===== src/sv/vgpm_pkg.sv =====
`timescale 1ns / 1ps
`default_nettype none
// ----------------------------------------------------------------------------
// vgpm_pkg - shared types and constants for the volume gain and peak meter
// Field widths, format codes, register indexes and the peak store control
// bundle passed from the top level to the peak store.
// ----------------------------------------------------------------------------
package vgpm_pkg;

    localparam int MAX_CHANNELS   = 8;
    localparam int GAIN_FRAC_BITS = 16;

    localparam int SAMPLE_W   = 32;
    localparam int CHAN_W     = 3;
    localparam int GAIN_W     = 31;
    localparam int PEAK_W     = 32;
    localparam int FMT_W      = 2;
    localparam int SHIFT_W    = 5;
    localparam int CFG_IDX_W  = 4;
    localparam int CFG_DATA_W = 32;
    localparam int PROD_W     = 64;
    localparam int IDX_W      = (MAX_CHANNELS > 1) ? $clog2(MAX_CHANNELS) : 1;

    // sign bit positions of the three sample formats
    localparam int TOP_16 = 15;
    localparam int TOP_24 = 23;
    localparam int TOP_32 = 31;

    localparam logic [PEAK_W-1:0] PEAK_SAT = 32'h7FFF_FFFF;

    // sample_format codes; the unused code behaves as 32-bit
    localparam logic [FMT_W-1:0] FMT_16 = 2'd0;
    localparam logic [FMT_W-1:0] FMT_24 = 2'd1;
    localparam logic [FMT_W-1:0] FMT_32 = 2'd2;

    // configuration register indexes
    localparam logic [CFG_IDX_W-1:0] REG_SAMPLE_FORMAT = 4'd0;
    localparam logic [CFG_IDX_W-1:0] REG_PEAK_SHIFT    = 4'd1;

    typedef struct packed {
        logic              update;
        logic              clear;
        logic [CHAN_W-1:0] channel;
    } peak_ctl_t;

endpackage
`default_nettype wire


===== src/sv/vgpm_peak.sv =====
`timescale 1ns / 1ps
`default_nettype none
// ----------------------------------------------------------------------------
// vgpm_peak - per-channel peak store
// Forms the saturated magnitude of a sample, shifted unless the format is
// 16-bit, raises the channel's stored peak to it and returns the updated
// peak. A block start clears every entry before the update.
// ----------------------------------------------------------------------------
module vgpm_peak (
    input  wire logic                                 clk,
    input  wire logic                                 rst_n,
    input  wire vgpm_pkg::peak_ctl_t                  ctl,
    input  wire logic signed [vgpm_pkg::SAMPLE_W-1:0] x,
    input  wire logic        [vgpm_pkg::FMT_W-1:0]    fmt,
    input  wire logic        [vgpm_pkg::SHIFT_W-1:0]  shift,
    output logic             [vgpm_pkg::PEAK_W-1:0]   peak
);
    import vgpm_pkg::*;

    localparam int CH_EXT_W = CHAN_W + IDX_W;

    logic [PEAK_W-1:0]         store_reg  [MAX_CHANNELS];
    logic [PEAK_W-1:0]         store_next [MAX_CHANNELS];
    logic signed [SAMPLE_W:0]  x_ext;
    logic [SAMPLE_W:0]         abs_val;
    logic [PEAK_W-2:0]         mag_lim;
    logic [2*PEAK_W-2:0]       mag_wide;
    logic [PEAK_W-1:0]         mag_shifted;
    logic [PEAK_W-1:0]         mag;
    logic [CH_EXT_W-1:0]       ch_ext;
    logic                      in_range;
    logic [IDX_W-1:0]          idx;
    logic [PEAK_W-1:0]         current;
    logic [PEAK_W-1:0]         updated;

    always_comb
    begin
        x_ext   = {x[SAMPLE_W-1], x};
        abs_val = (x_ext < 0) ? (SAMPLE_W + 1)'(-x_ext) : x_ext;
        // most negative 32-bit value clamps to full scale
        mag_lim = (abs_val > (SAMPLE_W + 1)'(PEAK_SAT)) ? PEAK_SAT[PEAK_W-2:0]
                                                         : abs_val[PEAK_W-2:0];

        mag_wide    = (2*PEAK_W - 1)'(mag_lim) << shift;
        mag_shifted = (|mag_wide[2*PEAK_W-2:PEAK_W-1]) ? PEAK_SAT
                                                       : {1'b0, mag_wide[PEAK_W-2:0]};
        mag         = (fmt == FMT_16) ? {1'b0, mag_lim} : mag_shifted;

        ch_ext   = CH_EXT_W'(ctl.channel);
        in_range = ch_ext < CH_EXT_W'(MAX_CHANNELS);
        idx      = ch_ext[IDX_W-1:0];

        current = ctl.clear ? '0 : store_reg[idx];
        updated = (mag > current) ? mag : current;
        peak    = in_range ? updated : '0;

        for (int i = 0; i < MAX_CHANNELS; i++)
        begin
            store_next[i] = ctl.clear ? '0 : store_reg[i];
        end
        if (in_range)
        begin
            store_next[idx] = updated;
        end
    end

    always_ff @(posedge clk or negedge rst_n)
    begin
        if (!rst_n)
        begin
            for (int i = 0; i < MAX_CHANNELS; i++)
            begin
                store_reg[i] <= '0;
            end
        end
        else if (ctl.update)
        begin
            for (int i = 0; i < MAX_CHANNELS; i++)
            begin
                store_reg[i] <= store_next[i];
            end
        end
    end

endmodule
`default_nettype wire


===== config.mk =====
export PLATFORM = sky130hd
export DESIGN_NAME = vgpm_peak
export DESIGN_NICKNAME = d
export VERILOG_FILES = /design/src/sv/vgpm_pkg.sv /design/src/sv/vgpm_peak.sv
export SDC_FILE = /design/constraint.sdc
export NUM_CORES = 1
export LEC_CHECK = 0
export ABC_AREA = 1
export BUFFER_PORTS_ARGS = -buffer_cell sky130_fd_sc_hd__buf_4
export CORE_MARGIN = 3
export CORE_UTILIZATION = 50
export CTS_CLUSTER_SIZE = 10
export DETAILED_ROUTE_END_ITERATION = 6
export PLACE_DENSITY = 0.78
export SLEW_MARGIN = 10
export SYNTH_ARGS = -nofsm -noshare
export SYNTH_HDL_FRONTEND = slang
export SYNTH_SLANG_ARGS = --single-unit

===== constraint.sdc =====
create_clock -name clk -period 5.6 [get_ports clk]
set_input_delay 0.56 -clock clk [delete_from_list [all_inputs] [get_ports clk]]
set_output_delay 0.56 -clock clk [all_outputs]
set_load 0.05 [all_outputs]

==> results of run 1 <==
[layout make-up]
type | instances | area share (%)
Clock buffer | 34 | 3.670
Clock inverter | 2 | 0.1707
Inverter | 183 | 3.203
Multi-Input combinational cell | 1882 | 47.23
Sequential cell | 256 | 29.13
Tap cell | 442 | 2.515
Timing Repair Buffer | 331 | 14.08
[through the flow]
step / util [%] / power (mW) / instance area, µm² / hold WS, ns
2_1_floorplan: - / 3.027 / 16840 / 0.2644
3_3_place_gp: 58.03 / 3.582 / 19070 / 0.4616
3_5_place_dp: 58.03 / 3.613 / 19070 / 0.4651
4_1_cts: 61.26 / 5.417 / 20130 / 0.1313
5_1_grt: 66.91 / 5.914 / 21990 / 0.1697
6_report: 66.91 / 5.682 / 21990 / 0.06613
[layout by cell type, fill, tap and decap left out, types with 28 or more instances in the layout]
cell type / n
nand2_2: 58
nand3_1: 132
nor2_2: 28
buf_8: 38
nor2_1: 97
nand4_1: 84
clkbuf_16: 35
nand3_4: 39
a22oi_1: 34
nand3_2: 80
buf_4: 251
nand2_1: 1081
a22o_1: 30
nand2_4: 40
dfrtp_1: 256
inv_1: 155
[worst max-delay path, delay by kind of cell]
family                   cells  cell delay (ns)
buffers and inverters       10             1.19
adder cells (fa/ha/maj)      1             0.26
AND/OR/NAND/NOR             26             2.51
AO/OA/AOI/OAI                3             0.64
[power groups by stage]
stage          logic, mW  registers, mW  clock network, mW
6_report            1.77           2.14               1.77
5_1_grt             1.90           2.15               1.86
4_1_cts             1.51           2.13               1.78
3_5_place_dp        1.45           2.16                  0
3_3_place_gp        1.43           2.15                  0
2_1_floorplan      0.894           2.13                  0
[layer usage]
metal | part of all wire (%) | global-route usage, % | vias to the layer above
li1 | - | - | 8355
met1 | 39 | 43.47 | 8840
met2 | 46 | 53.93 | 1094
met3 | 9.3 | 5.258 | 299
met4 | 5.3 | 13.05 | 0
met5 | 0 | 0 | -
[cell families (layout without fill, tap and decap cells)]
group / Yosys count / after routing
AND/OR/NAND/NOR: 1680 / 1681
buffers and inverters: 316 / 550
flip-flops: 256 / 256
AO/OA/AOI/OAI: 165 / 165
adder cells (fa/ha/maj): 32 / 32
XOR/XNOR: 4 / 4
[what timing repair did]
| item | in CTS | in global routing |
|---|---|---|
| endpoints found under the setup margin | 31 | 31 |
| pin swaps | 9 | 119 |
| hold buffers | 0 | 0 |
| cloned | 0 | 5 |
| resized for setup | 49 | 318 |
| buffers inserted | 5 | 42 |
[how the worst min path moves through the flow]
| stage | startpoint | endpoint | cells after the start |
|---|---|---|---|
| final | rst_n | store_reg[210] | 1 |
| after global routing | rst_n | store_reg[210] | 1 |
| after CTS | rst_n | store_reg[210] | 1 |
| after detailed placement | store_reg[175] | store_reg[175] | 2 |
| after global placement | store_reg[196] | store_reg[196] | 2 |
| after floorplan | rst_n | store_reg[0] | 0 |
==> flow_metrics.py, run 1 <==
metrics = {
    "run_status": {
        "outcome": "finished with violations",
        "violations": "setup timing",
    },
    "synth": {
        "synth_common_cells": "nand2_1 (1135), dfrtp_1 (256), nand3_1 (198)",
        "synthAdderAreaFrac_pct": 2.378,
        "synth_most_common_cell": "nand2_1",
        "synthCells": 2453,
        "synth-seq-area-share_pct": 38.04,
        "synth.distinct_cells": 50,
        "synthArstFlopShare_pct": 100.0,
        "yosys_warnings": 0,
        "synth_nets": 2531,
        "yosys-top-cells-area": "dfrtp_1 (38%), nand2_1 (25%), nand3_1 (5.9%)",
        "synthMuxAreaShare_pct": 0,
        "synth_simple_gate_area_share_pct": 44.38,
        "syn_area_um2": 16840,
        "synth_top_area_share_pct": 38.04,
        "synth_xor_xnor_area_share_pct": 0.2081,
        "avgSynthCellArea_um2": 6.865,
        "synth_top_family_by_area": "simple AND/OR/NAND/NOR gates",
        "ys.flop_type": "dfrtp_1",
        "synth-edff-count": 0,
        "ys_ff_latch": 256,
        "synth-compound-area-share_pct": 7.141,
        "synth_top_cell_by_area": "dfrtp_1",
    },
    "floorplanning": {
        "die_h_um": 189.5,
        "die-width_um": 189.5,
        "core_area_um2": 32870,
        "die_area_um2": 35920,
        "fp-row-count": 66,
        "initial_utilization_pct": 51.23,
        "ios": 78,
    },
    "global_route": {
        "overflow": 0,
        "grt_max_degree": 137,
        "grt_pass1_wl_um": 94810,
        "antenna_found_initial": 0,
        "grt_pass1_vias": 17672,
        "grt_usage_pct": 32.79,
    },
    "clocking": {
        "path_clk_slew_ns": 0.05,
        "htree_levels": 1,
        "cts_sinks": 256,
        "clk_latency_ns": 0.57,
        "cts_tree": "yes",
        "cts_inserted_buffers": 30,
        "ctsLongestPathBuffers": 3,
        "cts_root_buffer": "clkbuf_16",
    },
    "critical_path": {
        "reg2reg_slack_ns": 1.89,
        "cp-start-kind": "input pin",
        "critPathLaunch": "x[2]",
        "rr_endpoint": "store_reg[173]",
        "max_stage_delay_ns": 0.29,
        "cp_max_fo": 8,
        "arrival_ns": 5.18,
        "crit_end": "peak[2]",
        "worstPathRequired_ns": 5.04,
        "worstSetupPathType": "input pin to primary output",
        "critical_path.slowest_cell": "a31oi_4",
        "rr_startpoint": "store_reg[129]",
        "end_kind": "primary output",
        "r2r_cells": 22,
    },
    "finish": {
        "regArea_um2": 6406,
        "multiInputGateArea_um2": 10390,
        "area_growth_pct": 30.59,
        "largest_reg_flops": 256,
        "layout.cells.non_filler": 3130,
        "fin_nets": 2762,
        "layout-drive-gt1-share_pct": 25.71,
        "n_fill_cell": 2730,
        "antenna_cells": 0,
    },
    "power": {
        "power_density_nw_per_um2": 258.4,
        "leakagePower_nw": 11.41,
        "power.internal_mw": 3.739,
        "pwr-share-clk_pct": 31.2,
        "p_sw_mw": 1.942,
        "pwr-share-comb_pct": 31.1,
        "p_seq_share_pct": 37.7,
        "ir_worst_vdd_mv": 0.2472,
        "switching_share_pct": 34.19,
    },
    "detailed_routing": {
        "vias": 18588,
        "post_drt_wl_per_cell_um": 20.11,
        "routed_wl_um": 62950,
        "dr.first_iter.drc_count": 2060,
        "viasPerCell": 5.939,
        "drc": 0,
        "postRouteAntennaNets": 0,
        "dr.pass1.iters": 7,
    },
    "timing": {
        "tightestPinTransition_ns": 1.200,
        "layout_setup_ws_ns": -0.1360,
        "slew_headroom_pct": 19.80,
        "fmax_mhz": 174.3,
        "slew_violations": 0,
        "fin_skew_ns": 0.01361,
        "timing.final.crit_period_ns": 5.736,
        "setup_tns_ns": -3.273,
        "hold_viol_final": 0,
        "rsz0062_at_grt": "true",
        "setup_viol": 29,
        "finalCritPeriodShare_pct": 102.4,
    },
    "worst_hold_path": {
        "hold_class": "input pin to asynchronous set/reset pin",
    },
    "placed_design": {
        "port_buffers": 77,
        "dp_hpwl_um": 39980,
        "place_ws_ns": -0.3469,
        "place_inst": 3043,
        "gp_congestion": 0.9521,
    },
    "flow_run": {
        "drv_cap": 0,
    },
}
Power figures use the tool's default switching activity.
==> run 2: changes to the inputs <==
--- a/config.mk
+++ b/config.mk
@@ -12,6 +12,7 @@
 export CTS_CLUSTER_SIZE = 10
 export DETAILED_ROUTE_END_ITERATION = 6
 export PLACE_DENSITY = 0.78
+export SETUP_SLACK_MARGIN = 0.15
 export SLEW_MARGIN = 10
 export SYNTH_ARGS = -nofsm -noshare
 export SYNTH_HDL_FRONTEND = slang
==> run 2 against run 1 <==
The run still ends with setup timing left. Largest cell class unchanged. Setup slack got worse by 0.078 ns. Fmax fell by 1.3%. Clock-buffer cell count did not move. Final area fell by 0.18%. First-iteration DRC count fell by 3.7%. Cell count barely moved. Highest routed layer unchanged. Via count rose by 0.19%. Clock power barely moved. Sequential share of layout area rose by 0.053 points. Flip-flop and latch count did not move.
==> flow_metrics.py, run 2 (synthesized netlist as in run 1, its figures left out) <==
metrics = {
    "detailed_routing": {
        "postRouteAntennaNets": 0,
        "drc": 0,
        "routed_wl_um": 62600,
        "viasPerCell": 5.944,
        "dr.pass1.iters": 6,
        "vias": 18623,
        "dr.first_iter.drc_count": 1983,
        "post_drt_wl_per_cell_um": 19.98,
    },
    "critical_path": {
        "r2r_cells": 23,
        "end_kind": "primary output",
        "reg2reg_slack_ns": 1.83,
        "rr_startpoint": "store_reg[129]",
        "worstSetupPathType": "input pin to primary output",
        "cp-start-kind": "input pin",
        "max_stage_delay_ns": 0.31,
        "cp_max_fo": 7,
        "critical_path.slowest_cell": "ha_1",
        "critPathLaunch": "x[1]",
        "rr_endpoint": "store_reg[204]",
        "arrival_ns": 5.25,
        "worstPathRequired_ns": 5.04,
    },
    "clocking": {
        "htree_levels": 1,
        "cts_inserted_buffers": 30,
        "cts-hold-fix-buffers": 0,
        "cts_root_buffer": "clkbuf_16",
        "cts_tree": "yes",
        "cts_sinks": 256,
        "ctsLongestPathBuffers": 3,
        "clk_latency_ns": 0.56,
        "path_clk_slew_ns": 0.05,
    },
    "placed_design": {
        "port_buffers": 77,
        "place_inst": 3043,
        "dp_hpwl_um": 39980,
        "gp_congestion": 0.9521,
        "place_ws_ns": -0.3469,
        "place_area_um2": 19070,
    },
    "finish": {
        "n_fill_cell": 2765,
        "largest_reg_flops": 256,
        "area_growth_pct": 30.35,
        "antenna_cells": 0,
        "most-common-layout-cells": "nand2_1 (1087), buf_4 (258), dfrtp_1 (256), inv_1 (157), nand3_1 (117)",
        "layout-drive-gt1-share_pct": 25.90,
        "regArea_um2": 6406,
        "final_util_pct": 66.78,
        "final_area_um2": 21950,
        "multiInputGateArea_um2": 10330,
        "layout.cells.non_filler": 3133,
        "fin_nets": 2765,
        "final_common_cell": "nand2_1",
    },
    "timing": {
        "setup_tns_ns": -5.393,
        "fin_skew_ns": 0.01365,
        "slew_violations": 0,
        "hold_slack_ns": 0.08148,
        "rsz0062_at_grt": "true",
        "timing.final.crit_period_ns": 5.814,
        "slew_headroom_pct": 19.57,
        "fmax_mhz": 172.0,
        "layout_setup_ws_ns": -0.2138,
        "tightestPinTransition_ns": 1.204,
        "finalCritPeriodShare_pct": 103.8,
        "setup_viol": 31,
        "hold_viol_final": 0,
    },
    "global_route": {
        "overflow": 0,
        "grt_pass1_wl_um": 95210,
        "grt_pass1_vias": 17757,
        "antenna_found_initial": 0,
        "grt_max_degree": 137,
        "grt_usage_pct": 32.96,
    },
    "power": {
        "pwr-share-comb_pct": 31.1,
        "leakagePower_nw": 11.39,
        "p_seq_share_pct": 37.7,
        "power_mw": 5.670,
        "ir_worst_vdd_mv": 0.2442,
        "pwr-share-clk_pct": 31.2,
        "power.internal_mw": 3.738,
        "power_density_nw_per_um2": 258.3,
        "p_sw_mw": 1.932,
        "switching_share_pct": 34.08,
    },
    "floorplanning": {
        "die_h_um": 189.5,
        "die-width_um": 189.5,
        "fp-row-count": 66,
        "die_area_um2": 35920,
        "ios": 78,
        "initial_utilization_pct": 51.23,
        "core_area_um2": 32870,
    },
    "run_status": {
        "violations": "setup timing",
        "outcome": "finished with violations",
    },
    "flow_run": {
        "drv_cap": 0,
    },
    "worst_hold_path": {
        "hold_class": "input pin to asynchronous set/reset pin",
    },
}
## run 2: cell types whose count changed in the layout (fill, tap and decap cells not counted), moves of 3 or more
cell | before | now
nand2_1 | 1081 | 1087
buf_6 | 25 | 21
nand3_1 | 132 | 117
nand2_4 | 40 | 37
nand3_4 | 39 | 32
ha_4 | 13 | 10
nand3_2 | 80 | 102
buf_4 | 251 | 258
ha_1 | 18 | 21
nand2_2 | 58 | 55
## run 2: how the worst max path moves through the flow
| stage | to | slack, ns |
|---|---|---|
| final | peak[16] | -0.21 |
| after global placement | peak[19] | -0.29 |
| after global routing | peak[16] | -0.44 |
| after detailed placement | peak[19] | -0.35 |
| after CTS | peak[3] | -0.02 |
| after floorplan | peak[3] | 0.56 |
## run 2: cell type report
type	instances	share of cell area (%)
Inverter	183	3.175
Tap cell	442	2.520
Timing Repair Buffer	334	14.21
Sequential cell	256	29.19
Clock buffer	34	3.677
Multi-Input combinational cell	1882	47.06
Clock inverter	2	0.1710
## run 2: critical path, delay by kind of cell
family	cells	cell delay, ns
buf+inv	10	1.23
fa+ha+maj	2	0.45
compound gates	6	0.99
simple gates	18	1.99
## run 2: routing by layer
metal	global-route usage, %	up-vias	share of wire (%)	wire [µm]
li1	-	8361	-	-
met1	43.58	8893	39	24370
met2	53.85	1094	47	29150
met3	5.388	275	9.3	5843
met4	13.96	0	5.2	3238
met5	0	-	0	0
## run 2: power groups by stage
stage	Sequential [mW]	Clock [mW]	Combinational [mW]
floorplan	2.13	0	0.894
CTS	2.13	1.78	1.55
global route	2.15	1.86	1.90
finish	2.14	1.77	1.76
detailed placement	2.16	0	1.45
global placement	2.15	0	1.43
## run 2: repair_timing
action	4_1_cts	5_1_grt
resized for setup	77	271
setup endpoints to repair	31	31
pin swaps	12	136
cloned	0	6
endpoints found under the hold margin	0	0
buffers inserted	11	37
